$ cat src/hdl/lmes_pkg.sv
// types, codes, constants and curve table for the led matrix effect sequencer
`default_nettype none

package lmes_pkg;

   localparam int ROWS         = 3;
   localparam int COLS         = 3;
   localparam int STATIC_TICKS = 10;

   localparam int REQ_DATA_W = 8;
   localparam int REQ_USER_W = 3;
   localparam int RSP_DATA_W = 32;
   localparam int CSR_ADDR_W = 3;
   localparam int CSR_DATA_W = 7;

   localparam logic [2:0]  ALL_ROWS     = 3'((1 << ROWS) - 1);
   localparam logic [3:0]  STATIC_LIMIT = 4'(STATIC_TICKS);
   localparam logic [9:0]  SLOW_FADE_MS = 10'd500;
   localparam logic [9:0]  FAST_FADE_MS = 10'd200;
   localparam logic [6:0]  MAX_PERCENT  = 7'd100;

   typedef enum logic [2:0] {
      CMD_TICK       = 3'd0,
      CMD_ADVERTISE  = 3'd1,
      CMD_ADV_ALL    = 3'd2,
      CMD_CONNECTED  = 3'd3,
      CMD_TOGGLE     = 3'd4,
      CMD_LAYERS     = 3'd5
   } cmd_type;

   typedef enum logic [1:0] {
      KIND_NONE   = 2'd0,
      KIND_SLOW   = 2'd1,
      KIND_FAST   = 2'd2,
      KIND_STATIC = 2'd3
   } kind_type;

   typedef enum logic [1:0] {
      BULK_NONE = 2'd0,
      BULK_ZERO = 2'd1,
      BULK_DUTY = 2'd2
   } bulk_type;

   typedef enum logic [1:0] {
      ACT_NONE = 2'd0,
      ACT_SET  = 2'd1,
      ACT_FADE = 2'd2
   } action_type;

   typedef enum logic [2:0] {
      REG_BRIGHTNESS = 3'd0,
      REG_BACKLIGHT  = 3'd1,
      REG_ROW_SEL    = 3'd2,
      REG_COL_SEL    = 3'd3,
      REG_BT_ALLOW   = 3'd4,
      REG_LAYER_ALLOW = 3'd5
   } reg_index_type;

   typedef struct packed {
      logic       hit;
      logic [1:0] row;
      logic [1:0] col;
   } layer_pos_type;

   // highest set bit of the layer mask picks the matrix position
   function automatic layer_pos_type layer_pos(input logic [7:0] mask);
      layer_pos_type pos;
      pos = '{hit: 1'b0, row: 2'd0, col: 2'd0};
      for (int i = 0; i < 8; i++) begin
         if (mask[i]) begin
            pos.hit = 1'b1;
            pos.row = ((i / ROWS) > (ROWS - 1)) ? 2'(ROWS - 1) : 2'(i / ROWS);
            pos.col = 2'(i % COLS);
         end
      end
      return pos;
   endfunction

   // cie 1931 lightness curve, index saturates at 100
   function automatic logic [7:0] lightness(input logic [6:0] pct);
      logic [7:0] tbl [0:100];
      logic [6:0] idx;
      tbl = '{
         8'd0, 8'd0, 8'd1, 8'd1, 8'd1, 8'd1, 8'd2, 8'd2, 8'd2, 8'd2,
         8'd3, 8'd3, 8'd3, 8'd4, 8'd4, 8'd5, 8'd5, 8'd5, 8'd6, 8'd6,
         8'd7, 8'd8, 8'd8, 8'd9, 8'd10, 8'd10, 8'd11, 8'd12, 8'd13, 8'd14,
         8'd15, 8'd16, 8'd17, 8'd18, 8'd19, 8'd20, 8'd21, 8'd23, 8'd24, 8'd25,
         8'd27, 8'd28, 8'd30, 8'd31, 8'd33, 8'd34, 8'd36, 8'd38, 8'd40, 8'd42,
         8'd44, 8'd46, 8'd48, 8'd50, 8'd52, 8'd54, 8'd56, 8'd59, 8'd61, 8'd64,
         8'd66, 8'd69, 8'd72, 8'd75, 8'd77, 8'd80, 8'd83, 8'd87, 8'd90, 8'd93,
         8'd96, 8'd100, 8'd103, 8'd107, 8'd110, 8'd114, 8'd118, 8'd122, 8'd126,
         8'd130, 8'd134, 8'd138, 8'd142, 8'd147, 8'd151, 8'd156, 8'd161, 8'd165,
         8'd170, 8'd175, 8'd180, 8'd185, 8'd191, 8'd196, 8'd201, 8'd207, 8'd213,
         8'd218, 8'd224, 8'd230, 8'd236
      };
      idx = (pct > MAX_PERCENT) ? MAX_PERCENT : pct;
      return tbl[idx];
   endfunction

endpackage

`default_nettype wire

$ cat src/hdl/led_matrix_effect_sequencer.sv
// led matrix effect sequencer: event decode, effect state and per-step led commands
//
//  channel  direction  fields
//  req_     in         tuser: cmd[2:0]; tdata: event_data[7:0]
//  rsp_     out        tdata: row_off_mask[2:0], columns_bulk[4:3], channel_action[6:5],
//                             channel_index[8:7], channel_target[16:9], fade_time_ms[26:17]
//  csr_     in         write enable, register index, write data
//
//  one request per cycle unless stalled; its response is registered on acceptance
//  the output register is the only stage: req_tready is high while it is empty or drained
//  a stalled response holds and blocks further requests
//  synchronous reset restores config, effect state and rsp_tvalid, no clearing pass
`default_nettype none

module led_matrix_effect_sequencer (
   input  wire logic                              clock,
   input  wire logic                              reset,
   input  wire logic                              req_tvalid,
   output logic                                   req_tready,
   input  wire logic [lmes_pkg::REQ_DATA_W-1:0]   req_tdata,   // event_data
   input  wire logic [lmes_pkg::REQ_USER_W-1:0]   req_tuser,   // cmd
   output logic                                   rsp_tvalid,
   input  wire logic                              rsp_tready,
   output logic [lmes_pkg::RSP_DATA_W-1:0]        rsp_tdata,   // row_off_mask, columns_bulk,
                                                              // channel_action, channel_index,
                                                              // channel_target, fade_time_ms
   input  wire logic                              csr_we,
   input  wire logic [lmes_pkg::CSR_ADDR_W-1:0]   csr_addr,
   input  wire logic [lmes_pkg::CSR_DATA_W-1:0]   csr_wdata
);
   import lmes_pkg::*;

   // configuration
   logic [6:0] brightness_ff;
   logic       backlight_on_ff;
   logic [1:0] row_sel_ff;
   logic [1:0] col_sel_ff;
   logic       bt_allow_ff;
   logic       layer_allow_ff;

   // effect state
   kind_type   kind_ff, kind_in;
   logic [1:0] row_ff, row_in;
   logic [1:0] col_ff, col_in;
   logic       fade_dir_ff, fade_dir_in;
   logic [3:0] flash_cnt_ff, flash_cnt_in;
   logic       bt_on_ff, bt_on_in;
   logic [2:0] row_levels_ff, row_levels_in;

   // response register
   logic       rsp_valid_ff, rsp_valid_in;
   logic [2:0] o_rows_ff;
   bulk_type   o_bulk_ff, o_bulk_in;
   action_type o_act_ff, o_act_in;
   logic [1:0] o_ch_ff, o_ch_in;
   logic [7:0] o_target_ff, o_target_in;
   logic [9:0] o_time_ff, o_time_in;

   logic          accept;
   cmd_type       cmd;
   logic [7:0]    evt_data;
   layer_pos_type lpos;
   logic          has_new;
   kind_type      new_kind;
   logic [1:0]    new_row;
   logic [1:0]    new_col;
   kind_type      kind_mid;
   logic [3:0]    flash_mid;
   logic [2:0]    rows_mid;
   logic [7:0]    duty;

   assign req_tready = !rsp_valid_ff || rsp_tready;
   assign accept     = req_tvalid && req_tready;
   assign cmd        = cmd_type'(req_tuser);
   assign evt_data   = req_tdata;
   assign lpos       = layer_pos(evt_data);
   assign duty       = lightness(brightness_ff);

   always_ff @(posedge clock) begin
      if (reset) begin
         brightness_ff   <= 7'd50;
         backlight_on_ff <= 1'b1;
         row_sel_ff      <= 2'd0;
         col_sel_ff      <= 2'd0;
         bt_allow_ff     <= 1'b1;
         layer_allow_ff  <= 1'b1;
      end else if (csr_we) begin
         case (reg_index_type'(csr_addr))
            REG_BRIGHTNESS:  brightness_ff   <= csr_wdata;
            REG_BACKLIGHT:   backlight_on_ff <= csr_wdata[0];
            REG_ROW_SEL: begin
               if (32'(csr_wdata[1:0]) < ROWS) row_sel_ff <= csr_wdata[1:0];
            end
            REG_COL_SEL: begin
               if (32'(csr_wdata[1:0]) < COLS) col_sel_ff <= csr_wdata[1:0];
            end
            REG_BT_ALLOW:    bt_allow_ff     <= csr_wdata[0];
            REG_LAYER_ALLOW: layer_allow_ff  <= csr_wdata[0];
            default: ;
         endcase
      end
   end

   // event decode
   always_comb begin
      has_new  = 1'b0;
      new_kind = KIND_NONE;
      new_row  = 2'd0;
      new_col  = 2'd0;
      bt_on_in = bt_on_ff;
      case (cmd)
         CMD_ADVERTISE, CMD_ADV_ALL, CMD_CONNECTED: begin
            if (bt_allow_ff && bt_on_ff) begin
               has_new  = 1'b1;
               new_kind = (cmd == CMD_ADVERTISE) ? KIND_SLOW :
                          (cmd == CMD_ADV_ALL)   ? KIND_FAST : KIND_STATIC;
               new_row  = row_sel_ff;
               new_col  = col_sel_ff;
            end
         end
         CMD_TOGGLE: begin
            if (bt_allow_ff) bt_on_in = (evt_data != 8'd0);
         end
         CMD_LAYERS: begin
            if (layer_allow_ff && lpos.hit) begin
               has_new  = 1'b1;
               new_kind = KIND_STATIC;
               new_row  = lpos.row;
               new_col  = lpos.col;
            end
         end
         default: ;
      endcase
   end

   // effect start and tick
   always_comb begin
      o_bulk_in   = BULK_NONE;
      o_act_in    = ACT_NONE;
      o_ch_in     = 2'd0;
      o_target_in = 8'd0;
      o_time_in   = 10'd0;
      kind_mid    = kind_ff;
      row_in      = row_ff;
      col_in      = col_ff;
      fade_dir_in = fade_dir_ff;
      flash_mid   = flash_cnt_ff;
      rows_mid    = row_levels_ff;

      if (has_new) begin
         if (kind_ff == KIND_NONE) begin
            rows_mid  = ALL_ROWS & ~(3'd1 << new_row);
            o_bulk_in = BULK_ZERO;
         end else begin
            if (row_ff != new_row)
               rows_mid = (row_levels_ff | (3'd1 << row_ff)) & ~(3'd1 << new_row) & ALL_ROWS;
            if (col_ff != new_col) o_bulk_in = BULK_ZERO;
         end
         kind_mid    = new_kind;
         row_in      = new_row;
         col_in      = new_col;
         fade_dir_in = 1'b0;
         if (new_kind == KIND_STATIC) flash_mid = 4'd0;
      end

      kind_in       = kind_mid;
      flash_cnt_in  = flash_mid;
      row_levels_in = rows_mid;

      if (kind_mid != KIND_NONE && duty != 8'd0) begin
         if (kind_mid == KIND_SLOW || kind_mid == KIND_FAST) begin
            o_act_in    = ACT_FADE;
            o_ch_in     = col_in;
            o_time_in   = (kind_mid == KIND_SLOW) ? SLOW_FADE_MS : FAST_FADE_MS;
            o_target_in = fade_dir_in ? 8'd0 : duty;
            fade_dir_in = !fade_dir_in;
         end else begin
            if (flash_mid == 4'd0) begin
               o_act_in    = ACT_SET;
               o_ch_in     = col_in;
               o_target_in = duty;
            end
            if (flash_mid >= STATIC_LIMIT) begin
               flash_cnt_in = 4'd0;
               kind_in      = KIND_NONE;
               if (backlight_on_ff) begin
                  row_levels_in = 3'd0;
                  o_bulk_in     = BULK_DUTY;
               end else begin
                  row_levels_in = ALL_ROWS;
                  o_bulk_in     = BULK_ZERO;
               end
            end else begin
               flash_cnt_in = flash_mid + 4'd1;
            end
         end
      end
   end

   assign rsp_valid_in = accept || (rsp_valid_ff && !rsp_tready);

   always_ff @(posedge clock) begin
      if (reset) begin
         kind_ff       <= KIND_NONE;
         row_ff        <= 2'd0;
         col_ff        <= 2'd0;
         fade_dir_ff   <= 1'b0;
         flash_cnt_ff  <= 4'd0;
         bt_on_ff      <= 1'b1;
         row_levels_ff <= 3'd0;
         rsp_valid_ff  <= 1'b0;
      end else begin
         rsp_valid_ff <= rsp_valid_in;
         if (accept) begin
            kind_ff       <= kind_in;
            row_ff        <= row_in;
            col_ff        <= col_in;
            fade_dir_ff   <= fade_dir_in;
            flash_cnt_ff  <= flash_cnt_in;
            bt_on_ff      <= bt_on_in;
            row_levels_ff <= row_levels_in;
         end
      end
   end

   always_ff @(posedge clock) begin
      if (accept) begin
         o_rows_ff   <= row_levels_in;
         o_bulk_ff   <= o_bulk_in;
         o_act_ff    <= o_act_in;
         o_ch_ff     <= o_ch_in;
         o_target_ff <= o_target_in;
         o_time_ff   <= o_time_in;
      end
   end

   assign rsp_tvalid = rsp_valid_ff;
   assign rsp_tdata  = {5'd0, o_time_ff, o_target_ff, o_ch_ff, o_act_ff, o_bulk_ff, o_rows_ff};

   a_idle_action_clean: assert property (@(posedge clock) disable iff (reset)
      rsp_valid_ff && o_act_ff == ACT_NONE |-> o_ch_ff == 2'd0 && o_target_ff == 8'd0)
      else $error("response without channel action carries channel data");

   a_fade_time_match: assert property (@(posedge clock) disable iff (reset)
      rsp_valid_ff |-> (o_act_ff == ACT_FADE) == (o_time_ff != 10'd0))
      else $error("fade time does not match channel action");

   a_flash_bounded: assert property (@(posedge clock) disable iff (reset)
      kind_ff == KIND_STATIC |-> flash_cnt_ff <= STATIC_LIMIT)
      else $error("static flash counter past its limit");

   a_restore_ends_effect: assert property (@(posedge clock) disable iff (reset)
      accept && o_bulk_in == BULK_DUTY |=> kind_ff == KIND_NONE && row_levels_ff == 3'd0)
      else $error("backlight restore left an effect active");

endmodule

`default_nettype wire
$ cat config.mk
export PLATFORM = sky130hd
export DESIGN_NAME = led_matrix_effect_sequencer
export DESIGN_NICKNAME = d
export VERILOG_FILES = /design/src/hdl/lmes_pkg.sv /design/src/hdl/led_matrix_effect_sequencer.sv
export SDC_FILE = /design/constraint.sdc
export NUM_CORES = 1
export LEC_CHECK = 0
export BUFFER_PORTS_ARGS = -buffer_cell sky130_fd_sc_hd__buf_2
export CAP_MARGIN = 20
export CORE_ASPECT_RATIO = 1.1
export CORE_MARGIN = 2
export CORE_UTILIZATION = 48
export DETAILED_ROUTE_END_ITERATION = 10
export PLACE_DENSITY = 0.72
export REMOVE_ABC_BUFFERS = 1
export SYNTH_ARGS = -nofsm -noshare
export SYNTH_HDL_FRONTEND = slang
export SYNTH_SLANG_ARGS = --single-unit
$ cat constraint.sdc
create_clock -name clock -period 3.9 [get_ports clock]
set_clock_uncertainty 0.1 [all_clocks]
set_input_delay 0.195 -clock clock [delete_from_list [all_inputs] [get_ports clock]]
set_output_delay 0.195 -clock clock [all_outputs]
set_load 0.01 [all_outputs]
# Yosys cells after proc, flatten, opt, wreduce, memory -nomap -nowiden
# Memories as Yosys holds them, arrays and structs flattened.
# Cells that the tools add are included.
# word_totals
regBits,57
wordCells,137
out_inout_bits,34
rom_bits,1024
mem_count,1
# mem_list
memory,depth,word_bits,read_ports,rd_clocked_by_memory_dff,wr,line_no,rtl
(no name shown),128,8,1,0,0,lmes_pkg.sv:97,return tbl[idx];
# op_classes
addsub,1
mux,60
n_shift,2
order_cmp,4
n_eq_ne,15
n_reduce_logical,28
n_bitwise,5
# ops
operator,n
$mux 5,8
$mux 8,5
$mux 2,19
$mux 3,7
$mux 4,5
$reduce_bool 8->1,2
$eq 3x2->1 const B,4
$eq 3x3->1 const B,4
$pmux 2 s2,3
$reduce_and 2->1,6
$mux 1,10
$mux 9,1
$reduce_and 3->1,3
$ge 8x8->1 const B,1
$not 7->8,1
$gt 7x7->1 const B,1
$mux 7,1
$eq 3x1->1 const B,2
$shl 1x2->3 const A,2
$logic_and 1x1->1,5
$add 4x1->4 const B,1
$eq 2x2->1 const B,2
$ge 4x4->1 const B,1
$logic_not 4->1,1
15 further kinds,20

# Logic depth before layout (Yosys ltp)
# depth
depth_word,20
depth_mapped,15

# Worst setup path after synthesis
# No wires, ideal clock.
# synth_timing
path_type,register to register
from,register brightness_ff[2]
to,"register o_rows_ff[1], data pin"
t_arrival_ns,3.548
stages_incl_launch_ff,15
slack_ns,-0.007
required_time_ns,3.541
cell_sequence,dfxtp_1 buf_6 clkbuf_1 buf_2 o31ai_1 nand2_1 ha_1 nor2b_1 or4_1 a211o_1 a211oi_2 nand4_2 o31ai_4 nor3_1 or2_1
# synth_via
elab_chain_len,9
# synth_lines
item,line_no,rtl
start: declaration,led_matrix_effect_sequencer.sv:34,logic [6:0] brightness_ff;
start signal: assignment,led_matrix_effect_sequencer.sv:89,REG_BRIGHTNESS: brightness_ff <= csr_wdata;
$gt 7x7->1,lmes_pkg.sv:96,idx = (pct > MAX_PERCENT) ? MAX_PERCENT : pct;
$mux 7 *,lmes_pkg.sv:96,
$not 7->8 (implied by the code) *,lmes_pkg.sv:97,
$mem_v2 128x8 *,-,
$mux 8 (implied by the code) * (2 in a row),lmes_pkg.sv:97,
$reduce_bool 8->1 *,led_matrix_effect_sequencer.sv:170,if (kind_mid != KIND_NONE && duty != 8'd0) begin
$logic_and 1x1->1 *,led_matrix_effect_sequencer.sv:170,
$mux 3 *,led_matrix_effect_sequencer.sv:170,
via row_levels_in[1],led_matrix_effect_sequencer.sv:48,"logic [2:0] row_levels_ff, row_levels_in;"
end signal: assignment,led_matrix_effect_sequencer.sv:228,o_rows_ff <= row_levels_in;
end: declaration,led_matrix_effect_sequencer.sv:52,logic [2:0] o_rows_ff;
# Mark *: on every way through the listed nets, which the timed path passes. The rest lies on a longest branch. The select of a mux whose other input is x is not followed.
# A chain may end at the register's enable or synchronous reset.

# Final worst setup path
# Same ends and word-level chain as after synthesis.

==> results.json <==
{
  "status": "finished clean",
  "cts.sinks": 50,
  "crit_chain": "o31ai_1 -> nand2_1 -> ha_1 -> mux2i_1 -> a21oi_1 -> a211o_1 -> a211oi_2 -> nand4_2 -> o31a_1 -> a211oi_1 -> or2_1",
  "fp.dieW_um": 88.3,
  "final_util": 0.557,
  "gr-usage-met1": 0.330,
  "ys.flop_type": "dfxtp_1",
  "cp-start-kind": "flop",
  "post-synth-top-area-cell": "dfxtp_1",
  "dp_hpwl_mm": 7.43,
  "clkLatencyLatePin_ns": 0.31,
  "async_flop_share": 0,
  "nets": 546,
  "max_freq_mhz": 277,
  "rows": 33,
  "grt.total_usage": 0.242,
  "post_cts_buffers": 0,
  "finalMaxSlewViolations": 0,
  "numCtsBuffers": 5,
  "htree_levels": 2,
  "fin_crit_ns": 3.61,
  "first_iter_violations": 375,
  "grtUsageMet2": 0.398,
  "clock_path_buffers": 2,
  "start_util": 0.499,
  "via_per_inst": 5.93,
  "fin_crit_sh": 0.926,
  "cts_tree": "yes",
  "die_h_um": 96.7,
  "yosysTopAreaCellShare": 0.160,
  "yosysWarnings": 0,
  "cts_resized": 0,
  "hold_viol": 0,
  "worst_setup_path_end_kind": "flop",
  "rsz0062_at_grt": "false",
  "postSynthAreaPerCell_um2": 8.13,
  "power_density_mw_per_mm2": 303,
  "dp.cells": 601,
  "cp_max_fo": 9,
  "min-delay-path-class": "input port to flop",
  "worstSetupPathType": "flop to flop",
  "syn_area_mm2": 0.00375,
  "maxCapViolCount": 0,
  "antenna-diode-count": 0,
  "drt_first_pass_iters": 5,
  "ys_types": 74,
  "crit_slowest_cell": "ha_1",
  "clk_pin_slew_worst_paths_ns": 0.10,
  "drc_errors": 0,
  "final_common_cell": "buf_2",
  "grt_overflow": 0,
  "grt_pass1_vias": 3386,
  "final_cell_mix": "buf_2 (51), nor2_1 (50), nand2_1 (44), dfxtp_1 (30), a21oi_1 (26)",
  "cp_slowest_stage_delay_ns": 0.47,
  "syn_inst": 461,
  "portBuffers": 51,
  "wl_per_cell_um": 16.5,
  "antenna_found_initial": 0,
  "peakVddDrop_uv": 134,
  "tightest_slew_ns": 0.572,
  "vias": 3616,
  "wl_mm": 10.1,
  "grt_pass1_wl_mm": 16.7,
  "synth_edf_count": 20,
  "gp_congestion": 1.00,
  "max_slew_margin": 0.609,
  "drive_gt1_frac": 0.164,
  "core_area_mm2": 0.00751,
  "seq_area_frac_synth": 0.320,
  "area_delta_synth_final_pct": 11.7,
  "top_usage_layer": "met2",
  "postRouteAntennaNets": 0,
  "cts-root-buf": "clkbuf_8",
  "synth_area_leaders": "dfxtp_1 (16%), edfxtp_1 (16%), ha_1 (5.3%)",
  "p_leak_nw": 1.67,
  "gr-usage-met3": 0.0341,
  "fillers": 733,
  "die_area_mm2": 0.00853,
  "finalSetupViolCount": 0,
  "required_ns": 3.99,
  "synth_seq_cells": 50,
  "io_pins": 60,
  "grt_max_degree": 42,
  "worst_ep_arrival_time_ns": 3.70,
  "fin_cells": 610
}
critical path: cells and delay by family (launching register included):
| family | cells | cell delay (ns) |
|---|---|---|
| compound gates | 6 | 1.72 |
| fa+ha+maj | 1 | 0.47 |
| flops | 1 | 0.36 |
| mux | 1 | 0.23 |
| simple gates | 3 | 0.60 |
report_power, final:
| part | internal [mW] | leakage (nW) | switching [mW] |
|---|---|---|---|
| registers | 0.586 | 0.445 | 0.0181 |
| clock network | 0.169 | 0.0569 | 0.190 |
| logic | 0.117 | 1.17 | 0.189 |
stage by stage:
stage                     total power [mW]  instance area [um2]  setup TNS (ns)  hold slack (ns)  worst slack (ns)
final                                 1.27                 4190               0          0.00745             0.290
after global routing                  1.33                 4190               0           0.0240            0.0273
after CTS                             1.27                 4190               0          0.00619             0.302
after detailed placement             0.916                 4070               0            0.329             0.326
after global placement               0.911                 4070               0            0.325             0.424
after floorplan                      0.809                 3580         -0.0278            0.164           -0.0278
state kept, by name, summed over array words and instances (netlist names):
| name | count |
|---|---|
| o_time_ff | 3 |
| bt_on_ff | 1 |
| o_rows_ff | 3 |
| o_target_ff | 8 |
| row_sel_ff | 2 |
| row_levels_ff | 3 |
| backlight_on_ff | 1 |
| o_ch_ff | 2 |
| row_ff | 2 |
| layer_allow_ff | 1 |
| o_act_ff | 2 |
| kind_ff | 2 |
| rsp_tvalid | 1 |
| fade_dir_ff | 1 |
| brightness_ff | 7 |
| col_ff | 2 |
| col_sel_ff | 2 |
| bt_allow_ff | 1 |
| flash_cnt_ff | 4 |
| o_bulk_ff | 2 |
routing by layer:
metal	vias to the layer above	part of all wire
met5	-	0
met4	0	0.019
met3	21	0.066
met2	162	0.49
met1	1665	0.43
li1	1768	-
cells by family after synthesis:
kind of cell               after synthesis  synth area share
DFF                                     50             0.320
buffers and inverters                   59            0.0741
xor gates and xnor gates                 4           0.00935
other                                    1           0.00100
adders and majority gates               16            0.0534
and+or+nand+nor                        181             0.245
muxes                                   14            0.0377
AOI/OAI and AO/OA                      136             0.259
cell type report:
cell class	instances	area (um2)	share of cell area
timing repair buffer	65	363	0.0866
clock buffer	6	93.8	0.0224
tap	105	131	0.0314
inverter	23	86.3	0.0206
clock inverter	2	17.5	0.00418
multi-input combinational	359	2300	0.548
sequential	50	1200	0.287
synthesized netlist by cell type (all sizes together) (6+ instances only):
cell type  count
o211ai        13
o21ai         24
nor2          50
nand2b         6
and2           8
nor3          15
clkbuf        20
a211oi         9
edfxtp        20
ha            16
a21oi         26
dfxtp         30
o31ai          6
buf           16
nand3         11
mux2i         13
a31oi          6
nor2b         17
inv           22
nand2         44
path summary, 6_finish.rpt:
path                                       start               end  slack, ns  cells after the start
worst min register to register          bt_on_ff          bt_on_ff       0.38                      1
worst min-delay path                csr_wdata[4]  brightness_ff[4]      0.007                      3
worst max-delay path            brightness_ff[2]      o_rows_ff[1]       0.29                     11
worst max register to register  brightness_ff[2]      o_rows_ff[1]       0.29                     11
timing repair:
item / in CTS / in global routing
hold buffers: 1 / 0
endpoints found under the setup margin: 0 / 0
hold endpoints to repair: 1 / 0
(Power assumes the default switching activity.)
